===== config.mk =====
export PLATFORM = sky130hd
export DESIGN_NAME = bone_weight_slot_table_top
export DESIGN_NICKNAME = d
export VERILOG_FILES = /design/src/design/bwst_pkg.sv /design/src/design/bwst_div.sv /design/src/design/bone_weight_slot_table_top.sv
export SDC_FILE = /design/constraint.sdc
export NUM_CORES = 1
export LEC_CHECK = 0
export BUFFER_PORTS_ARGS = -buffer_cell sky130_fd_sc_hd__buf_2
export CORE_ASPECT_RATIO = 1.4
export CORE_MARGIN = 5
export CORE_UTILIZATION = 61
export DETAILED_ROUTE_END_ITERATION = 12
export PLACE_DENSITY = 0.81
export SYNTH_ARGS = -nofsm -noshare
export SYNTH_HDL_FRONTEND = slang
export SYNTH_HIERARCHICAL = 1
export SYNTH_SLANG_ARGS = --single-unit

===== constraint.sdc =====
create_clock -name clock -period 7 [get_ports clock]
set_input_delay 0.7 -clock clock [delete_from_list [all_inputs] [get_ports clock]]
set_output_delay 0.7 -clock clock [all_outputs]
set_load 0.02 [all_outputs]

===== src/design/bwst_pkg.sv =====
// bwst_pkg: shared types and codes for the bone weight slot table
// request codes, status codes, slot geometry and q1.15 scaling constants
// no dependencies
`timescale 1ns / 1ps

package bwst_pkg;

   localparam int SLOTS      = 4;
   localparam int SLOT_IDX_W = $clog2(SLOTS);
   localparam int BONE_W     = 8;
   localparam int INDEX_W    = 9;
   localparam int WEIGHT_W   = 16;
   localparam int SUM_W      = WEIGHT_W + SLOT_IDX_W;
   // q1.15: 1.0 is 2^15, so a quotient needs one bit above the 15 fraction bits
   localparam int FRAC_W     = 15;
   localparam int DIV_STEPS  = FRAC_W + 1;
   localparam int REM_W      = SUM_W + 1;
   localparam int DIV_CNT_W  = $clog2(DIV_STEPS + 1);
   localparam int STATUS_W   = 3;

   localparam logic [SUM_W-1:0] ONE_Q15 = SUM_W'(1) << FRAC_W;

   typedef logic [1:0]          req_type_type;
   typedef logic [STATUS_W-1:0] status_type;

   localparam req_type_type REQ_ADD   = 2'd0;
   localparam req_type_type REQ_NORM  = 2'd1;
   localparam req_type_type REQ_CLEAR = 2'd2;

   localparam status_type ST_UPDATED    = 3'd0;
   localparam status_type ST_REPLACED   = 3'd1;
   localparam status_type ST_REJECTED   = 3'd2;
   localparam status_type ST_DROPPED    = 3'd3;
   localparam status_type ST_NORMALIZED = 3'd4;
   localparam status_type ST_NORM_SKIP  = 3'd5;
   localparam status_type ST_CLEARED    = 3'd6;

endpackage


===== src/design/bwst_div.sv =====
// bwst_div: radix-2 restoring divider, one quotient bit per cycle
// computes floor(weight * 2^15 / sum) for weight <= sum; uses bwst_pkg
`timescale 1ns / 1ps

module bwst_div
   import bwst_pkg::*;
(
   input  logic                clock,
   input  logic                reset,
   input  logic                start,
   input  logic [WEIGHT_W-1:0] dividend,
   input  logic [SUM_W-1:0]    divisor,
   output logic                done,
   output logic [WEIGHT_W-1:0] quotient
);

   logic                 busy_ff,  busy_in;
   logic                 first_ff, first_in;
   logic                 done_ff,  done_in;
   logic [DIV_CNT_W-1:0] count_ff, count_in;
   logic [REM_W-1:0]     rem_ff,   rem_in;
   logic [SUM_W-1:0]     divisor_ff, divisor_in;
   logic [WEIGHT_W-1:0]  quot_ff,  quot_in;

   logic [REM_W-1:0] trial;
   logic [REM_W-1:0] diff;
   logic             fits;

   // first step compares the weight itself, later steps the doubled remainder
   always_comb begin
      trial = first_ff ? rem_ff : {rem_ff[REM_W-2:0], 1'b0};
      diff  = trial - {1'b0, divisor_ff};
      fits  = trial >= {1'b0, divisor_ff};
   end

   always_comb begin
      busy_in    = busy_ff;
      first_in   = first_ff;
      done_in    = 1'b0;
      count_in   = count_ff;
      rem_in     = rem_ff;
      divisor_in = divisor_ff;
      quot_in    = quot_ff;
      if (start) begin
         busy_in    = 1'b1;
         first_in   = 1'b1;
         count_in   = DIV_CNT_W'(DIV_STEPS);
         rem_in     = REM_W'(dividend);
         divisor_in = divisor;
         quot_in    = '0;
      end else if (busy_ff) begin
         first_in = 1'b0;
         rem_in   = fits ? diff : trial;
         quot_in  = {quot_ff[WEIGHT_W-2:0], fits};
         count_in = count_ff - DIV_CNT_W'(1);
         if (count_ff == DIV_CNT_W'(1)) begin
            busy_in = 1'b0;
            done_in = 1'b1;
         end
      end
   end

   always_ff @(posedge clock) begin
      if (reset) begin
         busy_ff  <= 1'b0;
         first_ff <= 1'b0;
         done_ff  <= 1'b0;
         count_ff <= '0;
      end else begin
         busy_ff  <= busy_in;
         first_ff <= first_in;
         done_ff  <= done_in;
         count_ff <= count_in;
      end
   end

   always_ff @(posedge clock) begin
      rem_ff     <= rem_in;
      divisor_ff <= divisor_in;
      quot_ff    <= quot_in;
   end

   assign done     = done_ff;
   assign quotient = quot_ff;

   a_no_restart: assert property (@(posedge clock) disable iff (reset)
      start |-> !busy_ff)
      else $error("divider restarted while busy");

   a_done_after_busy: assert property (@(posedge clock) disable iff (reset)
      done_ff |-> $past(busy_ff))
      else $error("divider done without a running division");

   a_rem_bound: assert property (@(posedge clock) disable iff (reset)
      (busy_ff && !first_ff) |-> (rem_ff < REM_W'(divisor_ff)))
      else $error("divider remainder not below divisor");

endmodule


===== src/design/bone_weight_slot_table_top.sv =====
// Bone weight slot table: four (bone, weight) slots for one vertex, updated by add, normalize
// and clear requests. Every accepted request returns one beat with a status and all four slots
// as they stand after the request. Add, clear and unused requests go from idle straight to the
// done state, which loads their result beat once the output register is free. Normalize first
// sums the weights of the four slots, then, if the sum is not zero, runs four divisions by that
// sum on one shared restoring divider at one quotient bit per cycle. The request side takes a new
// beat once the previous result sits in the output register, even while it waits on rsp_ready.
// depends on bwst_pkg and bwst_div
`timescale 1ns / 1ps

module bone_weight_slot_table_top
   import bwst_pkg::*;
(
   input  logic                clock,
   input  logic                reset,

   input  logic                req_valid,
   output logic                req_ready,
   input  logic [1:0]          req_type,
   input  logic signed [INDEX_W-1:0] req_bone_index,
   input  logic [WEIGHT_W-1:0] req_bone_weight,

   output logic                rsp_valid,
   input  logic                rsp_ready,
   output logic [STATUS_W-1:0] rsp_status,
   output logic [BONE_W-1:0]   rsp_slot0_bone,
   output logic [BONE_W-1:0]   rsp_slot1_bone,
   output logic [BONE_W-1:0]   rsp_slot2_bone,
   output logic [BONE_W-1:0]   rsp_slot3_bone,
   output logic [WEIGHT_W-1:0] rsp_slot0_weight,
   output logic [WEIGHT_W-1:0] rsp_slot1_weight,
   output logic [WEIGHT_W-1:0] rsp_slot2_weight,
   output logic [WEIGHT_W-1:0] rsp_slot3_weight
);

   localparam logic [2:0] S_IDLE     = 3'd0;
   localparam logic [2:0] S_SUM      = 3'd1;
   localparam logic [2:0] S_DIV_GO   = 3'd2;
   localparam logic [2:0] S_DIV_WAIT = 3'd3;
   localparam logic [2:0] S_DONE     = 3'd4;

   localparam logic [SLOT_IDX_W-1:0] LAST_SLOT = SLOT_IDX_W'(SLOTS - 1);

   logic [2:0]            state_ff, state_in;
   logic [BONE_W-1:0]     bone_ff   [SLOTS];
   logic [BONE_W-1:0]     bone_in   [SLOTS];
   logic [WEIGHT_W-1:0]   weight_ff [SLOTS];
   logic [WEIGHT_W-1:0]   weight_in [SLOTS];
   logic [SLOT_IDX_W-1:0] idx_ff, idx_in;
   logic [SUM_W-1:0]      sum_ff, sum_in;
   status_type            status_ff, status_in;

   logic                  rsp_valid_ff, rsp_valid_in;
   logic                  rsp_load;
   status_type            rsp_status_ff;
   logic [BONE_W-1:0]     rsp_bone_ff   [SLOTS];
   logic [WEIGHT_W-1:0]   rsp_weight_ff [SLOTS];

   logic                  match_hit, room_hit;
   logic [SLOT_IDX_W-1:0] match_idx, room_idx;
   logic                  div_start, div_done;
   logic [WEIGHT_W-1:0]   div_quot;

   // first slot holding the bone, and first slot lighter than the new weight
   always_comb begin
      match_hit = 1'b0;
      room_hit  = 1'b0;
      match_idx = '0;
      room_idx  = '0;
      for (int i = SLOTS - 1; i >= 0; i--) begin
         if (bone_ff[i] == req_bone_index[BONE_W-1:0]) begin
            match_hit = 1'b1;
            match_idx = SLOT_IDX_W'(i);
         end
         if (weight_ff[i] < req_bone_weight) begin
            room_hit = 1'b1;
            room_idx = SLOT_IDX_W'(i);
         end
      end
   end

   always_comb begin
      state_in     = state_ff;
      bone_in      = bone_ff;
      weight_in    = weight_ff;
      idx_in       = idx_ff;
      sum_in       = sum_ff;
      status_in    = status_ff;
      div_start    = 1'b0;
      rsp_load     = 1'b0;
      rsp_valid_in = rsp_valid_ff && !rsp_ready;

      unique case (state_ff)
         S_IDLE: begin
            if (req_valid) begin
               state_in = S_DONE;
               unique case (req_type)
                  REQ_ADD: begin
                     priority if (req_bone_index[INDEX_W-1] || req_bone_weight == '0) begin
                        status_in = ST_REJECTED;
                     end else if (match_hit) begin
                        weight_in[match_idx] = req_bone_weight;
                        status_in            = ST_UPDATED;
                     end else if (room_hit) begin
                        weight_in[room_idx] = req_bone_weight;
                        bone_in[room_idx]   = req_bone_index[BONE_W-1:0];
                        status_in           = ST_REPLACED;
                     end else begin
                        status_in = ST_DROPPED;
                     end
                  end
                  REQ_NORM: begin
                     sum_in   = '0;
                     idx_in   = '0;
                     state_in = S_SUM;
                  end
                  REQ_CLEAR: begin
                     for (int i = 0; i < SLOTS; i++) begin
                        bone_in[i]   = '0;
                        weight_in[i] = '0;
                     end
                     status_in = ST_CLEARED;
                  end
                  default: begin
                     status_in = ST_REJECTED;
                  end
               endcase
            end
         end
         S_SUM: begin
            sum_in = sum_ff + SUM_W'(weight_ff[idx_ff]);
            idx_in = idx_ff + SLOT_IDX_W'(1);
            if (idx_ff == LAST_SLOT) begin
               state_in = S_DIV_GO;
            end
         end
         S_DIV_GO: begin
            if (sum_ff == '0) begin
               status_in = ST_NORM_SKIP;
               state_in  = S_DONE;
            end else begin
               div_start = 1'b1;
               state_in  = S_DIV_WAIT;
            end
         end
         S_DIV_WAIT: begin
            if (div_done) begin
               weight_in[idx_ff] = div_quot;
               idx_in            = idx_ff + SLOT_IDX_W'(1);
               if (idx_ff == LAST_SLOT) begin
                  status_in = ST_NORMALIZED;
                  state_in  = S_DONE;
               end else begin
                  state_in = S_DIV_GO;
               end
            end
         end
         S_DONE: begin
            if (!rsp_valid_ff || rsp_ready) begin
               rsp_load     = 1'b1;
               rsp_valid_in = 1'b1;
               state_in     = S_IDLE;
            end
         end
         default: begin
            state_in = S_IDLE;
         end
      endcase
   end

   always_ff @(posedge clock) begin
      if (reset) begin
         state_ff     <= S_IDLE;
         rsp_valid_ff <= 1'b0;
         idx_ff       <= '0;
         for (int i = 0; i < SLOTS; i++) begin
            bone_ff[i]   <= '0;
            weight_ff[i] <= '0;
         end
      end else begin
         state_ff     <= state_in;
         rsp_valid_ff <= rsp_valid_in;
         idx_ff       <= idx_in;
         bone_ff      <= bone_in;
         weight_ff    <= weight_in;
      end
   end

   always_ff @(posedge clock) begin
      sum_ff    <= sum_in;
      status_ff <= status_in;
      if (rsp_load) begin
         rsp_status_ff <= status_ff;
         rsp_bone_ff   <= bone_ff;
         rsp_weight_ff <= weight_ff;
      end
   end

   bwst_div u_div (
      .clock    (clock),
      .reset    (reset),
      .start    (div_start),
      .dividend (weight_ff[idx_ff]),
      .divisor  (sum_ff),
      .done     (div_done),
      .quotient (div_quot)
   );

   assign req_ready        = (state_ff == S_IDLE);
   assign rsp_valid        = rsp_valid_ff;
   assign rsp_status       = rsp_status_ff;
   assign rsp_slot0_bone   = rsp_bone_ff[0];
   assign rsp_slot1_bone   = rsp_bone_ff[1];
   assign rsp_slot2_bone   = rsp_bone_ff[2];
   assign rsp_slot3_bone   = rsp_bone_ff[3];
   assign rsp_slot0_weight = rsp_weight_ff[0];
   assign rsp_slot1_weight = rsp_weight_ff[1];
   assign rsp_slot2_weight = rsp_weight_ff[2];
   assign rsp_slot3_weight = rsp_weight_ff[3];

   a_done_in_wait: assert property (@(posedge clock) disable iff (reset)
      div_done |-> (state_ff == S_DIV_WAIT))
      else $error("divider finished outside the wait state");

   a_load_sets_valid: assert property (@(posedge clock) disable iff (reset)
      rsp_load |=> (rsp_valid_ff && state_ff == S_IDLE))
      else $error("result beat not presented after load");

   a_norm_sum: assert property (@(posedge clock) disable iff (reset)
      (rsp_valid_ff && rsp_status_ff == ST_NORMALIZED) |->
         ((SUM_W'(rsp_weight_ff[0]) + SUM_W'(rsp_weight_ff[1]) +
           SUM_W'(rsp_weight_ff[2]) + SUM_W'(rsp_weight_ff[3])) <= ONE_Q15))
      else $error("normalized weights sum above one");

endmodule


Word-level counts from Yosys, hierarchy flattened
Cells that the tools add are included.
{"block": "classes", "n_addsub": 4, "eq_ne": 26, "reduce_logical": 26, "magnitude_cmp": 11, "mux": 84, "n_bitwise": 4}
{"op": "2-to-1 mux 64 bit", "n": 5}
{"op": "case mux 64 bit (2 select lines)", "n": 2}
{"op": "bitwise mux 64 bit", "n": 3}
{"op": "2-to-1 mux 16 bit", "n": 7}
{"op": "demux 16 bit (select 2 bit)", "n": 3}
{"op": "2-to-1 mux 32 bit", "n": 3}
{"op": "< comparator 16 bit", "n": 4}
{"op": "case mux 32 bit (2 select lines)", "n": 1}
{"op": "2-to-1 mux 19 bit", "n": 2}
{"op": "2-to-1 mux 18 bit", "n": 2}
{"op": "case mux 18 bit (2 select lines)", "n": 1}
{"op": "2-to-1 mux 3 bit", "n": 11}
{"op": "binary-select mux 16 bit (select 2 bit)", "n": 1}
{"op": "bitwise mux 32 bit", "n": 1}
{"op": "equality test 8 bit", "n": 4}
{"op": "2-to-1 mux 2 bit", "n": 14}
{"op": "2-to-1 mux 1 bit", "n": 20}
{"op": "greater-or-equal comparator 19 x 18 -> 1 bit", "n": 1}
{"op": "subtractor 19 x 18 -> 19 bit", "n": 1}
{"op": "adder 18 x 16 -> 18 bit", "n": 1}
{"op": "logical NOT 18 bit", "n": 1}
{"op": "!= test 2 bit (second input constant)", "n": 9}
{"op": "case mux 3 bit (3 select lines)", "n": 2}
{"op": "AND reduction 6 bit", "n": 3}
{"op": "other kinds (33)", "n": 53}
{"block": "word_totals", "output_inout_bits": 101, "regBits": 283, "input_bits": 31}

Longest topological paths before layout
{"block": "logic_depth", "depth_word": 17, "depth_mapped": 15}

Hierarchy
Netlist, hierarchy kept.
{"module": "bone_weight_slot_table_top", "cells_each": 1022, "instances": 1, "area_per_inst_um2": 11502.3}
{"module": "bwst_div", "cells_each": 393, "instances": 1, "area_per_inst_um2": 3863.7}

Least setup slack after synthesis
OpenSTA, ideal clock, no wires.
{"block": "synth_timing", "path_type": "input to register", "startpoint": "input port rsp_ready", "endpoint": "register rsp_bone_ff (netlist bit rsp_slot0_bone[0]), enable pin", "setup_slack_ns": 1.559, "cell_stages": 2, "setup_time_ns": 0.558, "path_buffers": 0, "t_arrival_ns": 4.884, "cell_sequence": "nor2b_1 > nor2_1"}
{"block": "synth_between", "elab_chain_len": 3}
{"item": "from (decl)", "line": "bone_weight_slot_table_top.sv:24", "text": "input logic rsp_ready,"}
{"item": "logical OR 1 bit", "line": "bone_weight_slot_table_top.sv:159", "text": "if (!rsp_valid_ff || rsp_ready) begin"}
{"item": "2-to-1 mux 1 bit", "line": "bone_weight_slot_table_top.sv:159"}
{"item": "2-to-1 mux 1 bit", "line": "bone_weight_slot_table_top.sv:93", "text": "unique case (state_ff)"}
{"item": "named net rsp_load", "line": "bone_weight_slot_table_top.sv:54", "text": "logic rsp_load;"}
{"item": "to (signal assigned)", "line": "bone_weight_slot_table_top.sv:194", "text": "rsp_bone_ff <= bone_ff;"}
{"item": "to (decl)", "line": "bone_weight_slot_table_top.sv:56", "text": "logic [BONE_W-1:0] rsp_bone_ff [SLOTS];"}
The timed path passes the listed nets, and every way through them passes these cells.
A chain may end at the register's enable or synchronous reset.

Worst setup path in the final report
{"block": "layout_timing", "startpoint": "register idx_ff[0]", "endpoint": "register sum_ff[16] (data pin)"}
{"block": "layout_between", "elab_chain_len": 6}
{"item": "from (decl)", "line": "bone_weight_slot_table_top.sv:49", "text": "logic [SLOT_IDX_W-1:0] idx_ff, idx_in;"}
{"item": "from (signal assigned)", "line": "bone_weight_slot_table_top.sv:183", "text": "idx_ff <= idx_in;"}
{"item": "NOT 2 -> 3 bit (not written as such)", "line": "bone_weight_slot_table_top.sv:131", "text": "sum_in = sum_ff + SUM_W'(weight_ff[idx_ff]);"}
{"item": "binary-select mux 16 bit (select 2 bit)", "line": "bone_weight_slot_table_top.sv:131"}
{"item": "2-to-1 mux 16 bit (not written as such) (2 in a row)", "line": "bone_weight_slot_table_top.sv:131"}
{"item": "adder 18 x 16 -> 18 bit", "line": "bone_weight_slot_table_top.sv:131"}
{"item": "case mux 18 bit (2 select lines)", "line": "bone_weight_slot_table_top.sv:93"}
{"item": "to (signal assigned)", "line": "bone_weight_slot_table_top.sv:190", "text": "sum_ff <= sum_in;"}
{"item": "to (decl)", "line": "bone_weight_slot_table_top.sv:50", "text": "logic [SUM_W-1:0] sum_ff, sum_in;"}
Every way passes these cells. The select of a mux whose other input is x is not followed.

==> impl_metrics.toml <==
[status]
status = "finished, final reports clean"

[yosys]
synth_cell_types = 88
synth_ff_type = "edfxtp_1"
synth_cells = 1415
synthArstFlopShare_pct = 0
synth_warnings = 6
synth_area_leaders = "edfxtp_1, dfxtp_1, ha_1"
synth_top_area_cell = "edfxtp_1"
yosysSeqAreaShare_pct = 46.90
synth_top_area_share_pct = 30.10
synth_nets = 1548
avgSynthCellArea_um2 = 10.86
ys_ff_latch = 283
netlist_area_mm2 = 0.01537
synth_enable_flop_cells = 154

[setup_path]
crit_family = "compound AO/OA/AOI/OAI gates"
cp_max_fo = 19
reg2reg_from = "idx_ff[0]$_SDFFE_PP0P_"
rr_endpoint = "sum_ff[16]$_SDFFCE_PN0P_"
critical_path_class = "reg2reg"
max_stage_delay_ps = 1070
crit_path_start_kind = "register"
cp-end-kind = "register"
rrSetupSlack_ps = 2450
critPathBufInv = 1
required_ps = 7290
rr_worst_depth = 13
crit_chain = "mux4_2, ha_1, inv_1, fa_1, nor2b_1, o21ai_1, a21boi_0, o211a_1, o2111ai_1, a31oi_1, a311oi_1, nor4_1, or3_1"
critical_path.slowest_cell = "dfxtp_1"
arrival_ps = 4840

[clock_network]
cts_buffer_depth = 3
htreeDepth = 1
cts_tree = "done"
clk_latency_ps = 540
cts_buffers = 26
clk_pin_slew_ps = 80
cts_resized = 0
post_cts_buffers = 0
cts_sinks = 283
holdBufCountCts = 0
clock-root-buffer = "clkbuf_16"

[min_path]
whs_path_depth = 0
hold_class = "reg2reg"
hp-start = "status_ff[0]$_DFFE_PP_"
min_to = "rsp_status[0]$_DFFE_PP_"

[detailed_routing]
vias = 12440
ant_nets = 0
drc = 0
viasPerCell = 6.783
wl_um = 43270
dr.pass1.iters = 5
routedWlPerCell_um = 23.59
drtIter0Drc = 1265

[sta]
worst_slack_ps = 2453
drv_slew = 0
fin_crit_sh_pct = 64.95
fin_tns_setup_ps = 0
worst_pin_slew_ps = 1169
rsz0062_at_grt = "no"
fmax_mhz = 219.9
finalSetupViolations = 0
clock_skew_ps = 15.29
max_slew_margin_pct = 21.77
finalCriticalPeriod_ps = 4547
report.final.hold_viol_count = 0

[die]
core_mm2 = 0.02476
die_h_um = 197.8
die_w_um = 144.1
dieArea_mm2 = 0.02851
rows = 68
io_pins = 132
start_util_pct = 62.06

[pwr]
p_leak_nw = 6.578
power_density_mw_per_mm2 = 272.7
ir_drop_v = 0.0002777

[layout]
layout.nets = 1632
syn2layout_area_growth_pct = 10.48
fillers = 1847
drive_gt1_share_pct = 18.50
n_antenna_cell = 0

[place]
gp_congestion = 1.031
place_ws_ps = 2394
portBuffers = 131
place_hpwl_um = 30900

[global_route]
grt_max_degree = 90
grt-ovfl-total = 0
grt_pass1_wl_um = 66850
antenna_found_initial = 0
grt_pass1_vias = 12160
track_usage_pct = 29.85

[run]
cap_viol_max_count = 0
-- cell usage in the layout, fill, tap and decap left out, drive strengths merged, types with 29 or more instances in the layout --
cell / n
o21ai: 37
inv: 69
a211oi: 57
ha: 100
clkbuf: 29
nand2: 65
a22oi: 49
a31oi: 47
dfxtp: 129
edfxtp: 154
xnor2: 38
a21oi: 76
buf: 146
nor2: 89
-- stage by stage --
step	area (µm²)	cells	utilization [%]	hold slack (ps)	power (mW)
2_1_floorplan	15370	1415	-	400.3	2.878
3_3_place_gp	16100	1786	65.03	411.9	3.140
3_5_place_dp	16100	1786	65.03	420.5	3.174
4_1_cts	16980	1834	68.57	435.3	4.621
5_1_grt	16980	1834	68.57	437.9	4.817
6_report	16980	1834	68.57	433.9	4.630
-- cell type report --
class                           count  area [µm²]  share of cell area (%)
Sequential cell                   283        7207                   42.45
Clock inverter                     19       191.4                   1.128
Timing Repair Buffer              146       770.7                   4.540
Multi-Input combinational cell    977        7486                   44.10
Inverter                           65       244.0                   1.437
Tap cell                          315       394.1                   2.322
Clock buffer                       29       683.2                   4.024
-- cells by family (layout without fill, tap and decap cells) --
logic type | Yosys count | count (layout) | synth area share [%]
compound gates | 423 | 423 | 20.41
flops | 283 | 283 | 46.90
mux | 52 | 52 | 4.829
xor+xnor | 61 | 61 | 3.477
buf+inv | 155 | 259 | 4.430
fa+ha+maj | 102 | 102 | 8.403
simple gates | 339 | 339 | 11.55
-- sequential cells by signal (all words and copies together) (netlist names), 18 cells and up --
name,count
u_div/rem_ff,19
sum_ff,18
bone_ff,32
weight_ff,64
u_div/divisor_ff,18
-- where the power goes --
group	internal, mW	switching [mW]	total (mW)
clock	0.823	0.644	1.47
sequential	1.96	0.124	2.08
combinational	0.395	0.688	1.08
-- worst max-delay path by stage --
stage / endpoint / depth (start not counted) / slack [ps] / start
after floorplan: rsp_slot0_bone[0]$_DFFE_PP_ / 2 / 1560 / rsp_ready
after global placement: weight_ff[2]$_SDFFE_PP0P_ / 12 / 2500 / req_bone_weight[5]
after detailed placement: weight_ff[54]$_SDFFE_PP0P_ / 12 / 2390 / req_bone_weight[5]
after CTS: sum_ff[16]$_SDFFCE_PN0P_ / 13 / 2480 / idx_ff[0]$_SDFFE_PP0P_
after global routing: sum_ff[16]$_SDFFCE_PN0P_ / 13 / 2170 / idx_ff[0]$_SDFFE_PP0P_
final: sum_ff[16]$_SDFFCE_PN0P_ / 13 / 2450 / idx_ff[0]$_SDFFE_PP0P_
-- routing by layer --
layer	track usage, %	vias up	routed length [µm]
met5	0	-	0
met4	12.10	0	1958
met1	36.94	6009	15760
met2	51.98	667	21880
li1	-	5601	-
met3	4.615	163	3675
-- Yosys cell counts, drive strengths merged (23+ instances only) --
cell	instances
nand4	28
ha	100
nand2	65
buf	51
xnor2	38
a21oi	76
edfxtp	154
nor2	89
inv	64
a22oi	49
a31oi	47
o21ai	37
clkbuf	39
dfxtp	129
a211oi	57
xor2	23
nor3	25
a22o	26
Power figures use the tool's default switching activity.
